===== src/hdl/skm_pkg.sv =====
package skm_pkg;

    // geometry and fixed field widths
    localparam int KEY_CODES_DEF = 256;
    localparam int EVDEV_OFFSET  = 8;
    localparam int CHAR_W        = 21;
    localparam int SCAN_W        = 9;
    localparam int KEYREG_W      = 9;
    localparam int NUM_LEVELS    = 3;
    localparam int OP_W          = 3;
    localparam int CFG_IDX_W     = 3;
    localparam int CFG_DATA_W    = 9;
    localparam int S_TDATA_W     = 40;
    localparam int M_TDATA_W     = 32;

    // configuration register indexes
    localparam logic [CFG_IDX_W-1:0] REG_PROFILE    = 3'd0;
    localparam logic [CFG_IDX_W-1:0] REG_DOUBLE_TAP = 3'd1;
    localparam logic [CFG_IDX_W-1:0] REG_SHIFT_KEY  = 3'd2;
    localparam logic [CFG_IDX_W-1:0] REG_ALT_KEY    = 3'd3;
    localparam logic [CFG_IDX_W-1:0] REG_SYM_KEY    = 3'd4;

    // sticky level slots
    localparam logic [1:0] LV_SHIFT = 2'd0;
    localparam logic [1:0] LV_ALT   = 2'd1;
    localparam logic [1:0] LV_SYM   = 2'd2;

    // character table levels
    localparam logic [1:0] TL_BASE  = 2'd0;
    localparam logic [1:0] TL_SHIFT = 2'd1;
    localparam logic [1:0] TL_ALT   = 2'd2;
    localparam logic [1:0] TL_SYM   = 2'd3;

    // per level flag bits
    localparam logic [2:0] FLAG_NONE   = 3'b000;
    localparam logic [2:0] FLAG_LOCK   = 3'b001;
    localparam logic [2:0] FLAG_UNLOCK = 3'b010;
    localparam logic [2:0] FLAG_USED   = 3'b100;

    typedef enum logic [OP_W-1:0] {
        OP_PRESS   = 3'd0,
        OP_RELEASE = 3'd1,
        OP_SPEND   = 3'd2,
        OP_CLEAR   = 3'd3,
        OP_WRITE   = 3'd4
    } op_t;

    typedef enum logic [1:0] {
        MODE_OFF     = 2'd0,
        MODE_HELD    = 2'd1,
        MODE_LATCHED = 2'd2,
        MODE_LOCKED  = 2'd3
    } mode_t;

    typedef enum logic [1:0] {
        ST_NONE     = 2'd0,
        ST_CONSUMED = 2'd1,
        ST_TEXT     = 2'd2
    } stat_t;

    // command to the level key unit, applied at the clock edge
    typedef struct packed {
        logic       key_dn;
        logic       key_up;
        logic [1:0] idx;
        logic       spend_shift;
        logic       spend_alt_sym;
        logic       clear;
    } lvl_cmd_t;

endpackage


===== src/hdl/skm_levels.sv =====
module skm_levels
    import skm_pkg::*;
(
    input  logic     clk,
    input  logic     rst_n,
    input  logic     lock_on_double_tap,
    input  lvl_cmd_t cmd,
    output mode_t    mode[NUM_LEVELS],
    output mode_t    mode_next[NUM_LEVELS]
);

    mode_t      mode_reg[NUM_LEVELS];
    logic [2:0] flags_reg[NUM_LEVELS];
    logic [2:0] flags_next[NUM_LEVELS];

    always_comb
    begin
        for (int i = 0; i < NUM_LEVELS; i++)
        begin
            mode_next[i]  = mode_reg[i];
            flags_next[i] = flags_reg[i];
            if (cmd.clear)
            begin
                mode_next[i]  = MODE_OFF;
                flags_next[i] = FLAG_NONE;
            end
            else if (cmd.key_dn && cmd.idx == 2'(i))
            begin
                case (mode_reg[i])
                    MODE_HELD:
                    begin
                    end
                    MODE_LATCHED:
                    begin
                        mode_next[i]  = MODE_HELD;
                        flags_next[i] = lock_on_double_tap ? FLAG_LOCK : FLAG_NONE;
                    end
                    MODE_LOCKED:
                    begin
                        mode_next[i]  = MODE_HELD;
                        flags_next[i] = FLAG_UNLOCK;
                    end
                    default:
                    begin
                        mode_next[i]  = MODE_HELD;
                        flags_next[i] = FLAG_NONE;
                    end
                endcase
            end
            else if (cmd.key_up && cmd.idx == 2'(i))
            begin
                if (mode_reg[i] == MODE_HELD)
                begin
                    if ((flags_reg[i] & (FLAG_USED | FLAG_UNLOCK)) != FLAG_NONE)
                    begin
                        mode_next[i] = MODE_OFF;
                    end
                    else if ((flags_reg[i] & FLAG_LOCK) != FLAG_NONE)
                    begin
                        mode_next[i] = MODE_LOCKED;
                    end
                    else
                    begin
                        mode_next[i] = MODE_LATCHED;
                    end
                    flags_next[i] = FLAG_NONE;
                end
            end
            else if ((cmd.spend_shift && 2'(i) == LV_SHIFT) ||
                     (cmd.spend_alt_sym && 2'(i) != LV_SHIFT))
            begin
                // held: mark used; latched: the latch is spent
                if (mode_reg[i] == MODE_HELD)
                begin
                    flags_next[i] = flags_reg[i] | FLAG_USED;
                end
                else if (mode_reg[i] == MODE_LATCHED)
                begin
                    mode_next[i] = MODE_OFF;
                end
            end
        end
    end

    always_ff @(posedge clk or negedge rst_n)
    begin
        if (!rst_n)
        begin
            for (int i = 0; i < NUM_LEVELS; i++)
            begin
                mode_reg[i]  <= MODE_OFF;
                flags_reg[i] <= FLAG_NONE;
            end
        end
        else
        begin
            mode_reg  <= mode_next;
            flags_reg <= flags_next;
        end
    end

    assign mode = mode_reg;

endmodule


===== config.mk =====
export PLATFORM = sky130hd
export DESIGN_NAME = skm_levels
export DESIGN_NICKNAME = d
export VERILOG_FILES = /design/src/hdl/skm_pkg.sv /design/src/hdl/skm_levels.sv
export SDC_FILE = /design/constraint.sdc
export NUM_CORES = 1
export LEC_CHECK = 0
export ABC_CLOCK_PERIOD_IN_PS = 1370
export BUFFER_PORTS_ARGS = -buffer_cell sky130_fd_sc_hd__buf_2
export CORE_UTILIZATION = 51
export DETAILED_ROUTE_END_ITERATION = 16
export PLACE_DENSITY_LB_ADDON = 0.2
export SYNTH_ARGS = -nofsm -noshare
export SYNTH_HDL_FRONTEND = slang
export SYNTH_SLANG_ARGS = --single-unit

===== constraint.sdc =====
create_clock -name clk -period 1.37 [get_ports clk]
set_input_delay 0.2055 -clock clk [delete_from_list [all_inputs] [get_ports clk]]
set_output_delay 0.2055 -clock clk [all_outputs]
set_load 0.02 [all_outputs]

Word level (Yosys, flattened, before mapping) --
Index checks and enable logic that the tools add are counted. W data, S select, Z words.
Word-level totals: flip-flop bits (word level) 15, input bits 10, output and inout bits 12, logic and storage cells 103
Cells by class: equal/unequal tests 17, muxes and demuxes 52, reductions and logical operators 25
Operators with widths (count):
- $mux W2 | 27
- $mux W3 | 18
- $pmux W3 S3 | 3
- $reduce_bool A3 Y1 | 9
- $ne A3 B3 Y1 const B | 6
- $eq A2 B2 Y1 const B | 7
- $reduce_and A4 Y1 | 3
- $reduce_bool A4 Y1 | 3
- $reduce_and A3 Y1 | 3
- $eq A2 B1 Y1 const B | 4
- $logic_and A1 B1 Y1 | 6
- $mux W1 | 4
- $logic_not A2 Y1 | 1

Logic depth before layout (Yosys ltp) --
depth in word-level cells 7, mapped depth 5, mapped depth without buffers 4

Worst setup path before layout --
OpenSTA, ideal clock, no wires.
path type register to output, from reg mode_reg (netlist bit mode[1]), to out mode_next[1] (netlist name), data arrival time 1.418 ns, required time 1.165 ns, slack -0.253 ns, cell stages (with the launch flop) 3, path buffers 0, path through dfrtp_1 o21ai_0 a2111oi_2
RTL lines:
- start: declaration | line skm_levels.sv:12 | mode_t mode_reg[NUM_LEVELS];
- start signal: assignment | line skm_levels.sv:97 | mode_reg <= mode_next;
- end: declaration | line skm_levels.sv:9 | output mode_t mode_next[NUM_LEVELS]

==> results.sh <==
export IMPL_antenna_found_initial=0
export IMPL_async_flop_share_pct=100
export IMPL_dp_hpwl_microns=1560
export IMPL_r2r_start="mode[0]$_DFF_PN0_"
export IMPL_cp_slowest_cell="dfrtp_1"
export IMPL_grt_pass1_vias=960
export IMPL_gr_total_overflow=0
export IMPL_use_met1_pct=39.3
export IMPL_cp_max_fo=2
export IMPL_fin_util_pct=88.8
export IMPL_hp_start="cmd[2]"
export IMPL_hold_viol_final=0
export IMPL_min_to="flags_reg[8]$_DFFE_PN0P_"
export IMPL_seq_area_frac_synth_pct=41.8
export IMPL_worst_pin_slew_ns=0.379
export IMPL_place_gp_congestion=0.871
export IMPL_worstHoldPathCells=3
export IMPL_synthTopCellsByArea="dfrtp_1 42%, a21oi_1 4.5%, a31oi_1 3.5%"
export IMPL_worst_setup_path_start_kind="flop"
export IMPL_tritoncts="built"
export IMPL_reg2reg_depth=4
export IMPL_layout_drive_gt1_share_pct=53.7
export IMPL_fillers=74
export IMPL_numCtsBuffers=3
export IMPL_route_detailed_drc=1
export IMPL_fin_skew_ns=0.00963
export IMPL_grt_setup_unrepaired="true"
export IMPL_min_path_type="in2reg"
export IMPL_netlist_instances=94
export IMPL_grt_pass1_wl_microns=4340
export IMPL_crit_type="reg2out"
export IMPL_setup_tns_ns=-1.40
export IMPL_root_buffer="clkbuf_4"
export IMPL_reg2reg_slack_ns=-0.06
export IMPL_syn_avg_cell_area_sq_um=9.56
export IMPL_fmax_mhz=571
export IMPL_drv_slew=0
export IMPL_met2_usage_pct=51.0
export IMPL_slew_headroom_pct=74.8
export IMPL_synth_edf_count=0
export IMPL_h_tree_depth=1
export IMPL_cts_clk_slew_worst_paths_ns=0.10
export IMPL_cts_sinks=15
export IMPL_grt_met3_usage_pct=3.33
export IMPL_syn_to_final_growth_pct=55.8
export IMPL_finalWorstSetupSlack_ns=-0.381
export IMPL_synth_top_cell_by_area="dfrtp_1"
export IMPL_grt_max_degree=16
export IMPL_vias_per_cell=6.28
export IMPL_drv_cap=0
export IMPL_largest_reg_flops=9
export IMPL_multi_input_area_sq_um=558
export IMPL_post_route_min_period_ns=1.75
export IMPL_failed_checks="design-rule violations, negative setup slack"
export IMPL_p_leak_uw=0.000671
export IMPL_cts_max_path_buffers=2
export IMPL_fin_hold_ws_ns=0.222
export IMPL_start_util_pct=57.0
export IMPL_yosys_top_cells_count="15 x dfrtp_1, 8 x a21oi_1, 6 x nand2_1, 6 x o21ai_0"
export IMPL_synth_top_area_share_pct=41.8
export IMPL_first_pass_iters=10
export IMPL_syn_nets=104
export IMPL_synth_seq_cells=15
export IMPL_clkLatencyLatePin_ns=0.30
export IMPL_r2r_end="flags_reg[0]$_DFFE_PN0P_"
export IMPL_diodes=0
export IMPL_synthDistinctLibCells=36
export IMPL_crit_chain="nor2_2, o211ai_1, a2111oi_4, buf_4"
export IMPL_num_io_pins=22
export IMPL_die_h_microns=44.0
export IMPL_numPortBuffers=21
export IMPL_required_ns=1.16
export IMPL_vias=1036
export IMPL_status="finished, violations left"
export IMPL_rows=14
export IMPL_antenna_left=0
export IMPL_irDropWorstVdd_mv=0.532
export IMPL_power_density_nw_per_um2=673
export IMPL_wirelength_microns=3180
export IMPL_synthMostInstantiatedCell="dfrtp_1"
export IMPL_ys_warnings_count=0
export IMPL_fp_dieW_microns=44.0
export IMPL_synth_ff_type="dfrtp_1"
export IMPL_cp_arrival_ns=1.55
export IMPL_syn_area_sq_um=898
export IMPL_seqCellArea_sq_um=380
export IMPL_busiest_layer="met2"
export IMPL_end_kind="output port"
export IMPL_routedWlPerCell_microns=19.3
export IMPL_setup_violations=8
export IMPL_nNetsFinal=160
export IMPL_dieArea_sq_um=1930
export IMPL_drtIter0Drc=54
export IMPL_min_period_over_period_pct=128
export IMPL_core_sq_um=1580
export IMPL_cpPeakStageDelay_ns=0.39
export IMPL_track_usage_pct=31.2
## power by group
part | internal [uW] | leakage (uW) | switching, uW
clock | 113 | 0.0000150 | 154
sequential | 451 | 0.000201 | 7.41
combinational | 94.0 | 0.000455 | 122
## through the flow
stage / setup slack, ns / std cells / power, uW / instance area [sq um]
floorplan: -0.0192 / 94 / 553 / 916
detailed placement: -0.117 / 142 / 632 / 1130
finish: -0.381 / 165 / 942 / 1400
global placement: -0.0762 / 142 / 629 / 1130
global route: -0.430 / 165 / 964 / 1400
CTS: -0.315 / 160 / 905 / 1330
## area by class of cell
type                            instances  area share [%]
Clock buffer                            4            1.88
Timing Repair Buffer                   54            28.3
Sequential cell                        15            27.2
Multi-Input combinational cell         71            39.9
Inverter                                5            1.34
Tap cell                               16            1.43
## how the worst max path moves through the flow
stage                                        start            to  slack [ns]
after floorplan           flags_reg[1]$_DFFE_PN0P_  mode_next[1]       -0.02
after global placement                      cmd[3]  mode_next[0]       -0.08
after detailed placement                    cmd[3]  mode_next[0]       -0.12
after CTS                 flags_reg[1]$_DFFE_PN0P_  mode_next[1]       -0.32
after global routing      flags_reg[1]$_DFFE_PN0P_  mode_next[1]       -0.43
final                     flags_reg[1]$_DFFE_PN0P_  mode_next[1]       -0.38
## per-layer routing
| metal | wire, microns | share of wire [%] | up-vias |
|---|---|---|---|
| li1 | - | - | 467 |
| met1 | 1180 | 37 | 482 |
| met2 | 1620 | 51 | 70 |
| met4 | 129 | 4.1 | 0 |
| met5 | 0 | 0 | - |
| met3 | 254 | 8.0 | 17 |
## worst max-delay path, delay by kind of cell (launching register included)
family / cells / cell delay, ns
AOI/OAI and AO/OA: 2 / 0.52
buffers and inverters: 1 / 0.21
DFF: 1 / 0.39
and+or+nand+nor: 1 / 0.13
## repair_timing
action	in CTS	in global routing
hold endpoints to repair	15	0
pin swaps	12	4
buffers inserted	13	5
endpoints found under the setup margin	6	13
resized for setup	21	9
hold buffers	1	0
## kinds of logic (layout without fill, tap and decap cells)
group	Yosys count	in the layout	synth area share, %
compound gates	32	32	26.6
buf+inv	8	63	4.32
mux	3	3	3.48
simple gates	35	35	22.8
flops	15	15	41.8
xor+xnor	1	1	0.975
## layout by cell type, fill, tap and decap left out, drive strengths merged
cell and instances:
buf 53, dfrtp 15, a21oi 9, nand2 7, o21ai 6, a31oi 5, nor2b 5, nor2 5
nor3 5, inv 5, clkbuf 4, o31ai 3, nand3 3, nand4 3, nor3b 2, a2111oi 2
o211a 2, o311ai 2, mux2i 2, and3b 1, and2b 1, o211ai 1, mux2 1, a22o 1
xor2 1, nand2b 1, or3 1, a32o 1, nand4b 1, dlygate4sd3 1
Note: power is estimated with default switching activity, not from simulation.
